File: src/sv/ipv4_forward_lpm_arp_core_macros.svh
// Assertion macros for the IPv4 forwarding core.
`ifndef IPV4_FORWARD_LPM_ARP_CORE_MACROS_SVH
`define IPV4_FORWARD_LPM_ARP_CORE_MACROS_SVH
`ifndef SYNTHESIS
// same-cycle implication, checked on clk, disabled in reset
`define IPV4_FWD_ASSERT(label, ante, cons) \
  label: assert property (@(posedge clk) disable iff (!rst_n) (ante) |-> (cons)) \
    else $error("ipv4_fwd assertion failed");
// next-cycle implication
`define IPV4_FWD_ASSERT_NEXT(label, ante, cons) \
  label: assert property (@(posedge clk) disable iff (!rst_n) (ante) |=> (cons)) \
    else $error("ipv4_fwd assertion failed");
`else
`define IPV4_FWD_ASSERT(label, ante, cons)
`define IPV4_FWD_ASSERT_NEXT(label, ante, cons)
`endif
`endif

File: src/sv/ipv4_fwd_pkg.sv
// Shared types and constants of the IPv4 forwarding core.
`timescale 1ns / 1ps
package ipv4_fwd_pkg;

  localparam int unsigned ADDR_W      = 32;
  localparam int unsigned MAC_W       = 48;
  localparam int unsigned TTL_W       = 8;
  localparam int unsigned IDX_W       = 7;
  localparam int unsigned QUEUE_DEPTH = 2;

  typedef enum logic [1:0] {
    OP_FWD       = 2'd0,
    OP_ADD_ROUTE = 2'd1,
    OP_ADD_RES   = 2'd2,
    OP_CLEAR     = 2'd3
  } op_t;

  typedef enum logic [2:0] {
    ST_FORWARDED = 3'd0,
    ST_EXPIRED   = 3'd1,
    ST_NO_ROUTE  = 3'd2,
    ST_MISS      = 3'd3,
    ST_FULL      = 3'd4,
    ST_ACCEPTED  = 3'd5
  } status_t;

  typedef enum logic [1:0] {
    BK_IDLE,
    BK_ROUTE,
    BK_RESOLVE
  } bk_state_t;

  // classified command handed from the front end to the back end
  typedef struct packed {
    op_t               op;
    logic [ADDR_W-1:0] dest;
    logic [ADDR_W-1:0] mask;
    logic [ADDR_W-1:0] gw;
    logic [MAC_W-1:0]  mac;
    logic [TTL_W-1:0]  ttl_out;
    logic              expired;
  } cmd_t;

endpackage

File: src/sv/ipv4_fwd_queue.sv
// Short command queue between the front and back ends.
`timescale 1ns / 1ps
module ipv4_fwd_queue (
  input  logic               clk,
  input  logic               rst_n,
  input  logic               push_vld,
  input  ipv4_fwd_pkg::cmd_t push_cmd,
  output logic               push_rdy,
  output logic               pop_vld,
  output ipv4_fwd_pkg::cmd_t pop_cmd,
  input  logic               pop_rdy
);
  import ipv4_fwd_pkg::*;

  localparam int unsigned PW = (QUEUE_DEPTH > 1) ? $clog2(QUEUE_DEPTH) : 1;
  localparam int unsigned CW = $clog2(QUEUE_DEPTH + 1);

  cmd_t          slot_r [QUEUE_DEPTH];
  logic [PW-1:0] wr_ptr_r, wr_ptr_nxt;
  logic [PW-1:0] rd_ptr_r, rd_ptr_nxt;
  logic [CW-1:0] cnt_r, cnt_nxt;
  logic          do_push, do_pop;

  assign push_rdy = (cnt_r != CW'(QUEUE_DEPTH));
  assign pop_vld  = (cnt_r != '0);
  assign pop_cmd  = slot_r[rd_ptr_r];
  assign do_push  = push_vld && push_rdy;
  assign do_pop   = pop_vld && pop_rdy;

  always_comb begin
    wr_ptr_nxt = wr_ptr_r;
    rd_ptr_nxt = rd_ptr_r;
    cnt_nxt    = cnt_r;
    if (do_push) begin
      wr_ptr_nxt = (wr_ptr_r == PW'(QUEUE_DEPTH - 1)) ? '0 : wr_ptr_r + PW'(1);
    end
    if (do_pop) begin
      rd_ptr_nxt = (rd_ptr_r == PW'(QUEUE_DEPTH - 1)) ? '0 : rd_ptr_r + PW'(1);
    end
    if (do_push && !do_pop) begin
      cnt_nxt = cnt_r + CW'(1);
    end else if (do_pop && !do_push) begin
      cnt_nxt = cnt_r - CW'(1);
    end
  end

  always_ff @(posedge clk) begin
    if (!rst_n) begin
      wr_ptr_r <= '0;
      rd_ptr_r <= '0;
      cnt_r    <= '0;
    end else begin
      wr_ptr_r <= wr_ptr_nxt;
      rd_ptr_r <= rd_ptr_nxt;
      cnt_r    <= cnt_nxt;
    end
    if (do_push) begin
      slot_r[wr_ptr_r] <= push_cmd;
    end
  end

endmodule

File: config.mk
export PLATFORM = sky130hd
export DESIGN_NAME = ipv4_fwd_queue
export DESIGN_NICKNAME = d
export VERILOG_FILES = /design/src/sv/ipv4_forward_lpm_arp_core_macros.svh /design/src/sv/ipv4_fwd_pkg.sv /design/src/sv/ipv4_fwd_queue.sv
export SDC_FILE = /design/constraint.sdc
export NUM_CORES = 1
export LEC_CHECK = 0
export BUFFER_PORTS_ARGS = -buffer_cell sky130_fd_sc_hd__clkbuf_2
export CAP_MARGIN = 30
export CORE_ASPECT_RATIO = 1.5
export CORE_UTILIZATION = 56
export DETAILED_ROUTE_END_ITERATION = 8
export GPL_TIMING_DRIVEN = 0
export PLACE_DENSITY = 0.93
export SYNTH_ARGS = -nofsm -noshare
export SYNTH_HDL_FRONTEND = slang
export SYNTH_SLANG_ARGS = --single-unit
File: constraint.sdc
create_clock -name clk -period 9.29 [get_ports clk]
set_input_delay 0.4645 -clock clk [delete_from_list [all_inputs] [get_ports clk]]
set_output_delay 0.4645 -clock clk [all_outputs]
set_load 0.05 [all_outputs]
Yosys cells after proc, flatten, opt, wreduce, memory -nomap -nowiden
Memories as Yosys holds them, arrays and structs flattened. A register that Yosys moved wholly into a read port is not among the register bits.
Index checks and enable logic that the tools add are counted.

word-level totals
  bits in registers = 4
  latch bits = 0
  memory bits (writable) = 310
  bits in read-only memories = 0
  bits of input ports = 159
  output and inout bits = 157
  word-level logic and storage cells = 25
  memories = 1

memory list
  name    depth  width  rd ports  clocked after memory_dff  write ports  RTL line              RTL
  slot_r  2      155    1         1                         1            ipv4_fwd_queue.sv:18  cmd_t slot_r [QUEUE_DEPTH];

operators by class
  add/sub/neg operators = 4
  multiply operators = 0
  div/mod/pow operators = 0
  $lt $le $gt $ge = 0
  equal/unequal tests = 1
  shift-type cells = 0
  muxes and demuxes = 8
  bitwise gates (word level) = 0
  reduce and logical (&&, ||, !) cells = 8

operator list
  cell                   number
  $mux W1                6
  $logic_and A1 B1 Y1    4
  $mux W2                2
  $reduce_bool A2 Y1     2
  $add A1 B1 Y1 const B  2
  $add A2 B1 Y2 const B  1
  $logic_not A1 Y1       2
  $ne A2 B2 Y1 const B   1
  $sub A2 B1 Y2 const B  1

Depth between registers and ports, before layout
  depth in word-level cells = 6
  gate-level depth with buffers = 6
  depth with buffers taken out = 6

Least setup slack after synthesis
OpenSTA, ideal clock, no wires.

  kind = register to register
  start point = register cnt_r[0]
  end point = memory slot_r[1][0] (netlist name) (enable)
  setup time = 0.534 ns
  data arrival time = 4.288 ns
  data required time = 8.756 ns
  path slack = 4.468 ns
  cell stages (with the launch flop) = 3
  buffers on the path = 0
  period minus slack after synthesis = 4.822 ns
  cells stage by stage = dfxtp_1 nand2b_4 and3_1

between the ends
  cells in the longest elaborated chain, start to end = 4

RTL lines
  what                           RTL line              RTL
  start, declared                ipv4_fwd_queue.sv:21  logic [CW-1:0] cnt_r, cnt_nxt;
  start signal, assigned         ipv4_fwd_queue.sv:55  cnt_r <= cnt_nxt;
  $ne A2 B2 Y1                   ipv4_fwd_queue.sv:24  assign push_rdy = (cnt_r != CW'(QUEUE_DEPTH));
  named net push_rdy             ipv4_fwd_queue.sv:8   output logic push_rdy,
  $logic_and A1 B1 Y1            ipv4_fwd_queue.sv:27  assign do_push = push_vld && push_rdy;
  $mux W1                        ipv4_fwd_queue.sv:57  if (do_push) begin
  $mux W1 (implied by the code)  ipv4_fwd_queue.sv:58  slot_r[wr_ptr_r] <= push_cmd;
  end, declared                  ipv4_fwd_queue.sv:18

The timed path passes the listed nets, and every way through them passes these cells.

==> impl_metrics.env <==
export IMPL_flow_area_growth_from_synthesis_pct=25.7
export IMPL_cts_htree_levels=1
export IMPL_antennaDiodeCount=0
export IMPL_yosysUniqueCellTypes=21
export IMPL_cts_setup_buffers=0
export IMPL_fp_coreArea_sq_um=19900
export IMPL_wl_per_cell_um=19.6
export IMPL_arrival_ns=1.99
export IMPL_fp_dieW_um=119
export IMPL_tightestPinTransition_ns=0.732
export IMPL_vias_per_cell=5.27
export IMPL_drv_slew=0
export IMPL_io_buffers=315
export IMPL_synth_simple_area_share_pct=0.568
export IMPL_cts_hold_fix_buffers=0
export IMPL_start_util_pct=57.5
export IMPL_synth_area_leaders="edfxtp_1 (81%), mux2_2 (15%), buf_6 (0.98%)"
export IMPL_cts_sinks=315
export IMPL_fill_cells=1190
export IMPL_track_usage_pct=20.7
export IMPL_dieHeight_um=177
export IMPL_p_leak_nw=5.46
export IMPL_syn_area_sq_um=11500
export IMPL_seq_area_frac_synth_pct=82.1
export IMPL_synth_top_area_cell="edfxtp_1"
export IMPL_p_per_area_nw_per_um2=320
export IMPL_firstDrtPassIters=4
export IMPL_syn_inst=506
export IMPL_maxCapViolCount=0
export IMPL_clkSlewWorstSetupHoldPaths_ns=0.06
export IMPL_hold_class="in -> reg"
export IMPL_synthesis_nets=666
export IMPL_outcome="completed"
export IMPL_ys_ff_latch=315
export IMPL_cts_buffer_depth=3
export IMPL_maxSlewHeadroom_pct=51.2
export IMPL_clkLatencyLatePin_ns=0.53
export IMPL_cts_tree="yes"
export IMPL_wirelength_mm=22.2
export IMPL_antenna_found_initial=0
export IMPL_ir_drop_v=0.000321
export IMPL_ctsResizeCount=0
export IMPL_cp_max_fo=10
export IMPL_yosys_mux_area_fraction_pct=15.2
export IMPL_setup_viol=0
export IMPL_rsz0062_at_grt="no"
export IMPL_core_rowCount=63
export IMPL_cp_required_ns=8.83
export IMPL_synthAdderAreaFrac_pct=0.109
export IMPL_dp_hpwl_mm=15.3
export IMPL_vias=5987
export IMPL_gp_congestion=0.747
export IMPL_critPathLaunchType="flip-flop"
export IMPL_grt_pass1_vias=6392
export IMPL_synth_compound_area_share_pct=0.306
export IMPL_max_freq_ghz=0.407
export IMPL_avgSynthCellArea_sq_um=22.6
export IMPL_numCtsBuffers=28
export IMPL_post_route_period_util_pct=26.4
export IMPL_synth_top_area_share_pct=81.2
export IMPL_grt_start_max_net_pins=83
export IMPL_grt_overflow_total=0
export IMPL_drive_gt1_share_pct=61.5
export IMPL_drc=0
export IMPL_critPathKind="reg -> out"
export IMPL_cts_root_buffer="clkbuf_16"
export IMPL_total_power_mw=4.60
export IMPL_grt_pass1_wl_mm=32.7
export IMPL_finClkSkew_ns=0.00512
export IMPL_finalSetupTns_ns=0
export IMPL_synth_top_family_by_area="multiplexers"
export IMPL_drtIter0Drc=314
export IMPL_yosys_area_share_xor_xnor_pct=0.229
export IMPL_worstSetupEndpointType="output port"
export IMPL_ys_warn_count=0
export IMPL_fp_dieArea_sq_um=21100
export IMPL_period_minus_slack_ns=2.45
export IMPL_finalHoldViolCount=0
export IMPL_ios=316
export IMPL_fin_nets=1014
export IMPL_ant_nets=0
export IMPL_ff_latch_area_sq_um=9410
export IMPL_multi_input_area_sq_um=1890
[per-layer routing]
metal / share of wire, % / track usage (%)
met5: 0 / 0
met4: 5.0 / 10.5
met3: 7.2 / 5.28
met2: 56 / 40.4
met1: 32 / 19.5
[synth_stat cells]
cell,n
or2_2,1
buf_2,1
ha_1,1
a21boi_1,1
or3_1,1
mux2_2,155
buf_6,10
o21ai_1,1
inv_1,1
dfxtp_1,5
nand3b_1,1
and2_1,4
a21boi_0,1
xor2_1,1
xnor2_1,2
o21ai_0,1
and3_1,1
buf_4,6
edfxtp_1,310
nand2b_4,1
a21bo_2,1
[per-stage QoR]
step / util (%) / instance area (sq um) / hold slack, ns / setup slack [ns] / cells
floorplan: - / 11500 / 0.512 / 4.47 / 506
global placement: 67.0 / 13400 / 0.527 / 2.84 / 1081
detailed placement: 67.5 / 13500 / 0.560 / 7.11 / 1084
CTS: 72.3 / 14400 / 0.0981 / 6.78 / 1135
global route: 72.3 / 14400 / 0.100 / 6.75 / 1135
finish: 72.3 / 14400 / 0.123 / 6.84 / 1135
[cell type report]
type | count | area share, %
flip-flops and latches | 315 | 65.3
multi-input cells | 173 | 13.1
repair buffers | 318 | 11.5
clock buffers | 39 | 5.64
well taps | 260 | 2.26
plain buffers | 17 | 1.13
clock inverters | 12 | 0.990
inverters | 1 | 0.0608
[final timing paths]
kind                      from        endpoint  slack [ns]  depth (start not counted)
setup / recovery     flip-flop    pop_cmd[115]        6.84                          4
hold reg to reg       cnt_r[1]        cnt_r[1]        0.57                          2
setup reg to reg      cnt_r[0]  slot_r[0][139]        7.12                          4
hold / removal    push_cmd[96]   slot_r[0][96]        0.12                          1
[state kept, by name (all words and copies together) (netlist names), named ones only]
signal and cells:
cnt_r 2, rd_ptr_r 1, wr_ptr_r 1, slot_r 310
[cell families after synthesis]
kind of cell | after synthesis
xor+xnor | 3
mux | 155
fa+ha+maj | 1
compound gates | 5
buf+inv | 18
simple gates | 9
flops | 315
[critical path, cell delays in order, from the launching register on]
cell and delay [ns]:
dfxtp_1 0.32, buf_2 0.25, buf_4 0.25, mux2_2 0.39
clkbuf_2 0.25
[power breakdown]
part / internal (mW) / switching (mW)
clock: 0.693 / 0.471
sequential: 1.77 / 0.0452
combinational: 0.451 / 1.17
[placed cells by master, fill, tap and decap left out]
cell | Yosys | final
xor2_1 | 1 | 1
mux2_2 | 155 | 155
clkinvlp_4 | 0 | 3
or2_2 | 1 | 1
o21ai_1 | 1 | 1
buf_16 | 0 | 3
a21boi_1 | 1 | 1
clkbuf_8 | 0 | 5
nand2b_4 | 1 | 1
inv_6 | 0 | 2
bufinv_16 | 0 | 3
a21bo_2 | 1 | 1
clkinv_2 | 0 | 2
edfxtp_1 | 310 | 310
or3_1 | 1 | 1
ha_1 | 1 | 1
clkbuf_16 | 0 | 29
and2_1 | 4 | 4
buf_6 | 10 | 10
o21ai_0 | 1 | 1
buf_2 | 1 | 1
buf_4 | 6 | 6
nand3b_1 | 1 | 1
dfxtp_1 | 5 | 5
clkinv_1 | 0 | 3
clkbuf_1 | 0 | 5
a21boi_0 | 1 | 1
clkbuf_2 | 0 | 315
xnor2_1 | 2 | 2
and3_4 | 0 | 1
Power figures use the tool's default switching activity.
