### config.mk
export PLATFORM = sky130hd
export DESIGN_NAME = ipv4_fwd_front_flat
export DESIGN_NICKNAME = d
export VERILOG_FILES = /design/src/sv/ipv4_forward_lpm_arp_core_macros.svh /design/src/sv/ipv4_fwd_pkg.sv /design/src/sv/ipv4_fwd_ifs.sv /design/src/sv/ipv4_fwd_front.sv /design/src/flat_wrapper.sv
export SDC_FILE = /design/constraint.sdc
export NUM_CORES = 1
export LEC_CHECK = 0
export ABC_AREA = 1
export BUFFER_PORTS_ARGS = -buffer_cell sky130_fd_sc_hd__buf_2
export CORE_ASPECT_RATIO = 1.25
export CORE_MARGIN = 2
export CORE_UTILIZATION = 25
export CTS_CLUSTER_DIAMETER = 150
export CTS_CLUSTER_SIZE = 12
export DETAILED_ROUTE_END_ITERATION = 8
export PLACE_DENSITY = 0.57
export SLEW_MARGIN = 20
export SYNTH_ARGS = -nofsm -noshare
export SYNTH_HDL_FRONTEND = slang
export SYNTH_SLANG_ARGS = --single-unit
### constraint.sdc
create_clock -name clk -period 13.7 [get_ports clk]
set_clock_uncertainty 0.15 [all_clocks]
set_input_delay 2.74 -clock clk [delete_from_list [all_inputs] [get_ports clk]]
set_output_delay 2.74 -clock clk [all_outputs]
set_load 0.005 [all_outputs]
### src/sv/ipv4_forward_lpm_arp_core_macros.svh
// Assertion macros for the IPv4 forwarding core.
`ifndef IPV4_FORWARD_LPM_ARP_CORE_MACROS_SVH
`define IPV4_FORWARD_LPM_ARP_CORE_MACROS_SVH
`ifndef SYNTHESIS
// same-cycle implication, checked on clk, disabled in reset
`define IPV4_FWD_ASSERT(label, ante, cons) \
  label: assert property (@(posedge clk) disable iff (!rst_n) (ante) |-> (cons)) \
    else $error("ipv4_fwd assertion failed");
// next-cycle implication
`define IPV4_FWD_ASSERT_NEXT(label, ante, cons) \
  label: assert property (@(posedge clk) disable iff (!rst_n) (ante) |=> (cons)) \
    else $error("ipv4_fwd assertion failed");
`else
`define IPV4_FWD_ASSERT(label, ante, cons)
`define IPV4_FWD_ASSERT_NEXT(label, ante, cons)
`endif
`endif

### src/sv/ipv4_fwd_pkg.sv
// Shared types and constants of the IPv4 forwarding core.
`timescale 1ns / 1ps
package ipv4_fwd_pkg;

  localparam int unsigned ADDR_W      = 32;
  localparam int unsigned MAC_W       = 48;
  localparam int unsigned TTL_W       = 8;
  localparam int unsigned IDX_W       = 7;
  localparam int unsigned QUEUE_DEPTH = 2;

  typedef enum logic [1:0] {
    OP_FWD       = 2'd0,
    OP_ADD_ROUTE = 2'd1,
    OP_ADD_RES   = 2'd2,
    OP_CLEAR     = 2'd3
  } op_t;

  typedef enum logic [2:0] {
    ST_FORWARDED = 3'd0,
    ST_EXPIRED   = 3'd1,
    ST_NO_ROUTE  = 3'd2,
    ST_MISS      = 3'd3,
    ST_FULL      = 3'd4,
    ST_ACCEPTED  = 3'd5
  } status_t;

  typedef enum logic [1:0] {
    BK_IDLE,
    BK_ROUTE,
    BK_RESOLVE
  } bk_state_t;

  // classified command handed from the front end to the back end
  typedef struct packed {
    op_t               op;
    logic [ADDR_W-1:0] dest;
    logic [ADDR_W-1:0] mask;
    logic [ADDR_W-1:0] gw;
    logic [MAC_W-1:0]  mac;
    logic [TTL_W-1:0]  ttl_out;
    logic              expired;
  } cmd_t;

endpackage

### src/sv/ipv4_fwd_ifs.sv
// Valid/ready channel interfaces for request and result items.
`timescale 1ns / 1ps
interface ipv4_fwd_in_if;
  import ipv4_fwd_pkg::*;
  logic              valid;
  logic              ready;
  logic [1:0]        mode;
  logic [ADDR_W-1:0] dest_addr;
  logic [ADDR_W-1:0] prefix_mask;
  logic [ADDR_W-1:0] next_hop;
  logic [MAC_W-1:0]  mac_addr;
  logic [TTL_W-1:0]  ttl;

  modport source (
    output valid, mode, dest_addr, prefix_mask, next_hop, mac_addr, ttl,
    input  ready
  );
  modport sink (
    input  valid, mode, dest_addr, prefix_mask, next_hop, mac_addr, ttl,
    output ready
  );
endinterface


### src/sv/ipv4_fwd_front.sv
// Front end: accepts request items, decodes the mode and precomputes the TTL.
`timescale 1ns / 1ps
module ipv4_fwd_front (
  input  logic               clk,
  input  logic               rst_n,
  ipv4_fwd_in_if.sink        in_ch,
  output logic               push_vld,
  output ipv4_fwd_pkg::cmd_t push_cmd,
  input  logic               push_rdy
);
  import ipv4_fwd_pkg::*;

  logic             vld_r, vld_nxt;
  cmd_t             cmd_r, cmd_nxt;
  logic [TTL_W-1:0] ttl_dec;

  assign in_ch.ready = !vld_r || push_rdy;
  assign push_vld    = vld_r;
  assign push_cmd    = cmd_r;

  always_comb begin
    // a TTL of zero saturates instead of wrapping
    ttl_dec          = (in_ch.ttl == '0) ? '0 : in_ch.ttl - TTL_W'(1);
    cmd_nxt.op       = op_t'(in_ch.mode);
    cmd_nxt.dest     = in_ch.dest_addr;
    cmd_nxt.mask     = in_ch.prefix_mask;
    cmd_nxt.gw       = in_ch.next_hop;
    cmd_nxt.mac      = in_ch.mac_addr;
    cmd_nxt.ttl_out  = ttl_dec;
    cmd_nxt.expired  = (ttl_dec == '0);
    vld_nxt          = in_ch.ready ? in_ch.valid : 1'b1;
  end

  always_ff @(posedge clk) begin
    if (!rst_n) begin
      vld_r <= 1'b0;
    end else begin
      vld_r <= vld_nxt;
    end
    if (in_ch.valid && in_ch.ready) begin
      cmd_r <= cmd_nxt;
    end
  end

endmodule

### src/flat_wrapper.sv
// flat-port wrapper written by rule: the top's interface ports become plain ports
module ipv4_fwd_front_flat import ipv4_fwd_pkg::*;
  (clk, rst_n, push_vld, push_cmd, push_rdy, in_ch_valid, in_ch_mode, in_ch_dest_addr, in_ch_prefix_mask, in_ch_next_hop, in_ch_mac_addr, in_ch_ttl, in_ch_ready);
  ipv4_fwd_in_if in_ch_i ();
  input  logic clk;
  input  logic rst_n;
  output logic push_vld;
  output ipv4_fwd_pkg::cmd_t push_cmd;
  input  logic push_rdy;
  input wire logic [$bits(in_ch_i.valid)-1:0] in_ch_valid;
  input wire logic [$bits(in_ch_i.mode)-1:0] in_ch_mode;
  input wire logic [$bits(in_ch_i.dest_addr)-1:0] in_ch_dest_addr;
  input wire logic [$bits(in_ch_i.prefix_mask)-1:0] in_ch_prefix_mask;
  input wire logic [$bits(in_ch_i.next_hop)-1:0] in_ch_next_hop;
  input wire logic [$bits(in_ch_i.mac_addr)-1:0] in_ch_mac_addr;
  input wire logic [$bits(in_ch_i.ttl)-1:0] in_ch_ttl;
  output wire logic [$bits(in_ch_i.ready)-1:0] in_ch_ready;
  assign in_ch_i.valid = in_ch_valid;
  assign in_ch_i.mode = in_ch_mode;
  assign in_ch_i.dest_addr = in_ch_dest_addr;
  assign in_ch_i.prefix_mask = in_ch_prefix_mask;
  assign in_ch_i.next_hop = in_ch_next_hop;
  assign in_ch_i.mac_addr = in_ch_mac_addr;
  assign in_ch_i.ttl = in_ch_ttl;
  assign in_ch_ready = in_ch_i.ready;
  ipv4_fwd_front u_core (.clk(clk), .rst_n(rst_n), .in_ch(in_ch_i), .push_vld(push_vld), .push_cmd(push_cmd), .push_rdy(push_rdy));
endmodule
Yosys cells after proc, flatten, opt, wreduce, memory -nomap -nowiden
Index checks and enable logic that the tools add are counted.
{"block": "word_totals", "word_cells": 16, "ff_bits": 156, "output_inout_bits": 157}
{"block": "op_classes", "n_mux": 2, "reduce_logical": 5, "n_addsub": 1}
{"cell": "$logic_not A8 Y1", "count": 2}
{"cell": "$mux W8", "count": 1}
{"cell": "$sub A8 B1 Y8 const B", "count": 1}
{"cell": "$logic_and A1 B1 Y1", "count": 1}
{"cell": "$logic_not A1 Y1", "count": 1}
{"cell": "$logic_or A1 B1 Y1", "count": 1}
{"cell": "$mux W1", "count": 1}

Logic depth before layout (Yosys ltp)
{"block": "depth", "depth_word": 3, "mapped_depth": 10}

Least setup slack after synthesis
No wires, ideal clock.
{"block": "synth_timing", "path_type": "input-to-reg", "from": "input port in_ch_valid", "to": "register u_core.cmd_r (netlist bit u_core.push_cmd[0]) (enable)", "setup_time_ns": 0.720, "arrival_ns": 10.230, "required_time_ns": 12.830, "stages": 2, "path_slack_ns": 2.600, "path_cell_list": "inv_1 > a21oi_1"}
{"block": "synth_via", "elab_chain_len": 1}
{"item": "start: declaration", "line": "flat_wrapper.sv:10", "source": "input wire logic [$bits(in_ch_i.valid)-1:0] in_ch_valid;"}
{"item": "$logic_and A1 B1 Y1", "line": "ipv4_fwd_front.sv:40", "source": "if (in_ch.valid && in_ch.ready) begin"}
{"item": "end signal: assignment", "line": "ipv4_fwd_front.sv:41", "source": "cmd_r <= cmd_nxt;"}
{"item": "end: declaration", "line": "ipv4_fwd_front.sv:14", "source": "cmd_t cmd_r, cmd_nxt;"}
Every way passes these cells.
A chain may end at the register's enable or synchronous reset.

Worst setup path after layout
{"block": "layout_timing", "from": "input port push_rdy", "to": "output port in_ch_ready"}
{"block": "layout_via", "elab_chain_len": 1}
{"item": "start: declaration", "line": "flat_wrapper.sv:9", "source": "input logic push_rdy;"}
{"item": "$logic_or A1 B1 Y1", "line": "ipv4_fwd_front.sv:17", "source": "assign in_ch.ready = !vld_r || push_rdy;"}
{"item": "end: declaration", "line": "flat_wrapper.sv:17", "source": "output wire logic [$bits(in_ch_i.ready)-1:0] in_ch_ready;"}
Every way passes these cells.

==> summary.md <==
| Metric | Value |
|---|---|
| Outcome | `completed` |
| Sink Count | `156` |
| Hold Path Stages | `2` |
| First-pass GRT wire length | `18.1 mm` |
| Fmax | `165 MHz` |
| Final setup margin | `7.65 ns` |
| CTS tree | `built` |
| Crit path launch type | `input port` |
| Iter 0 DRT Violations | `168` |
| Largest net degree at the start of global routing | `85` |
| Max Cap Violations | `0` |
| Top-level port count | `315` |
| Critical path class | `input port to primary output` |
| Cell repeated most along the worst path | `buf_2` |
| CTS H-tree lvls | `4` |
| Final Max Tran Viols | `0` |
| Flop2flop setup slack | `11.51 ns` |
| Power Dens Cells | `145 mW/mm^2` |
| CP max stage cell | `buf_2` |
| P_leak | `3.26 nW` |
| Synth Net Count | `382` |
| Vias/cell | `3.90` |
| Hold Crit Class | `flop to flop` |
| Initial antenna violation count | `5` |
| Gr usage total | `0.117` |
| Drt first pass iters | `4` |
| Yosys cell types | `17` |
| Fin crit period | `6.05 ns` |
| I/O Buffers | `314` |
| CP Max Fanout | `2` |
| Worst-path clk slew | `0.07 ns` |
| CTS-repair resized insts | `0` |
| CP arrival | `3.16 ns` |
| Worst r2r src | `u_core.push_vld$_SDFF_PN0_` |
| Row count | `57` |
| Endpoint type of the worst setup path | `primary output` |
| Final #Nets | `717` |
| Syn. warnings | `0` |
| Core box area | `0.0195 mm^2` |
| Final ANT Viol Nets | `0` |
| Max VDD drop | `0.0677 mV` |
| Worst endpoint required time | `10.81 ns` |
| Clock buffer depth | `2` |
| Sequential share of the synthesized area | `0.936` |
| CP top delay family | `buffers and inverters` |
| Post-synthesis cell area | `0.00499 mm^2` |
| Setup TNS | `0 ns` |
| Most frequent cells in the layout | `314 x buf_2, 155 x edfxtp_1, 17 x clkbuf_16` |
| Fill cells | `1890` |
| Hold endpoint | `u_core.push_vld$_SDFF_PN0_` |
| Clock latency on the worst-skew pair | `0.41 ns` |
| Syn Inst Count | `222` |
| Vias in the first global route | `3393` |
| Share of cells above drive strength 1 | `0.628` |
| Syn avg cell area | `22.5 um^2` |
| Avg WL per Cell | `15.6 um` |
| Grt total ovfl | `0` |
| RSZ-0062 raised after global routing | `false` |
| Relative slew margins | `0.312` |
| Hold buffer count at CTS | `0` |
| Setup bufs post-CTS | `0` |
| Yosys reg bits | `156` |
| Hold_sp | `u_core.push_vld$_SDFF_PN0_` |
| CTS Root Cell | `clkbuf_16` |
| Final hold vios | `0` |
| Crit path from | `push_rdy` |
| Peak per-stage delay on the critical path | `0.14 ns` |
| Initial Utilization | `0.256` |
| Worst-Margin Slew | `1.03 ns` |
| Via count | `3267` |
| Commonest non-fill, non-tap cell in the layout | `buf_2` |
| FF-to-FF path depth | `2` |
| Finish-stage setup viols | `0` |
| Chip height | `162 um` |
| Buffer and inverter count on the worst path | `3` |
| Area delta synth->final | `50.3%` |
| Num CTS Buffers | `17` |
| # DRC | `0` |
| Die X | `130 um` |
| Die ar. | `0.0211 mm^2` |
| Final Wtd Congestion | `0.798` |
| Worst slack at placement | `7.66 ns` |
| Cell breakdown of the critical path | `buf_2 > inv_1 > nand2_1 > buf_2` |
| Post-DP HPWL | `9.97 mm` |
| Final worst path period share | `0.441` |
| Final WL | `13.0 mm` |
| R2r endpoint | `u_core.push_cmd[105]$_DFFE_PP_` |
cell type report:
cell class / count / area [um^2] / area share
Sequential cell: 156 / 4670 / 0.623
Timing Repair Buffer: 316 / 1590 / 0.211
Clock buffer: 17 / 425 / 0.0567
Tap cell: 265 / 332 / 0.0442
Multi-Input combinational cell: 48 / 263 / 0.0350
Clock inverter: 15 / 148 / 0.0197
Inverter: 18 / 67.6 / 0.00900
Antenna cell: 3 / 7.51 / 0.00100
routing by layer:
metal  track usage  vias up  wire, um
met5             0        -        24
met4        0.0595        4       362
met3        0.0530       24      1320
met2         0.200      170      6720
met1         0.119     1550      4620
li1              -     1519         -
flip-flops by register name, summed over array words and instances (netlist names):
signal           flops
u_core.push_cmd    155
u_core.push_vld      1
metrics by stage:
stage | hold WS, ns | power, mW | area (um^2) | utilization | cells
floorplan | 0.373 | 0.601 | 4990 | - | 222
finish | 0.429 | 1.09 | 7500 | 0.384 | 838
global placement | 0.413 | 0.649 | 6920 | 0.354 | 803
CTS | 0.429 | 1.11 | 7500 | 0.384 | 835
detailed placement | 0.413 | 0.652 | 6920 | 0.354 | 803
global route | 0.465 | 1.14 | 7500 | 0.384 | 836
kinds of logic (layout without fill, tap and decap cells):
family | after synthesis | count (layout) | synth area share
DFF | 156 | 156 | 0.936
and+or+nand+nor | 40 | 40 | 0.0388
other | 0 | 3 | 0
adders and majority gates | 2 | 2 | 0.00501
AOI/OAI and AO/OA | 6 | 6 | 0.00651
buffers and inverters | 18 | 366 | 0.0135
cell usage after synthesis:
| cell type | number | area share |
|---|---|---|
| o21ai_1 | 1 | 0.0010 |
| o21ai_0 | 1 | 0.0010 |
| nand2_2 | 1 | 0.0013 |
| inv_2 | 3 | 0.0023 |
| nor2_1 | 6 | 0.0045 |
| inv_1 | 15 | 0.011 |
| nor2_2 | 4 | 0.0050 |
| nand2_1 | 16 | 0.012 |
| dfxtp_1 | 1 | 0.0040 |
| nand2_4 | 1 | 0.0023 |
| nand3_1 | 9 | 0.0090 |
| ha_1 | 2 | 0.0050 |
| nor2_4 | 1 | 0.0023 |
| a21oi_1 | 3 | 0.0030 |
| edfxtp_1 | 155 | 0.93 |
| a21boi_0 | 1 | 0.0015 |
| nand4_1 | 2 | 0.0025 |
report_power, final:
part / switching, mW / internal [mW]
clock network: 0.208 / 0.243
registers: 0.00744 / 0.559
logic: 0.0382 / 0.0351
total: 0.254 / 0.837
how the worst max path moves through the flow:
| stage | end | depth (start not counted) |
|---|---|---|
| 5_1_grt | in_ch_ready | 4 |
| 3_5_place_dp | in_ch_ready | 4 |
| 2_1_floorplan | u_core.push_cmd[0]$_DFFE_PP_ | 2 |
| 3_3_place_gp | in_ch_ready | 4 |
| 4_1_cts | in_ch_ready | 4 |
| 6_report | in_ch_ready | 4 |
tightest hold or removal path, cell delays in order (launching register included):
cell and delay (ns):
dfxtp_1 0.35, nand2_1 0.10, a21boi_0 0.08
No activity file was read; power rests on OpenSTA's default activity.
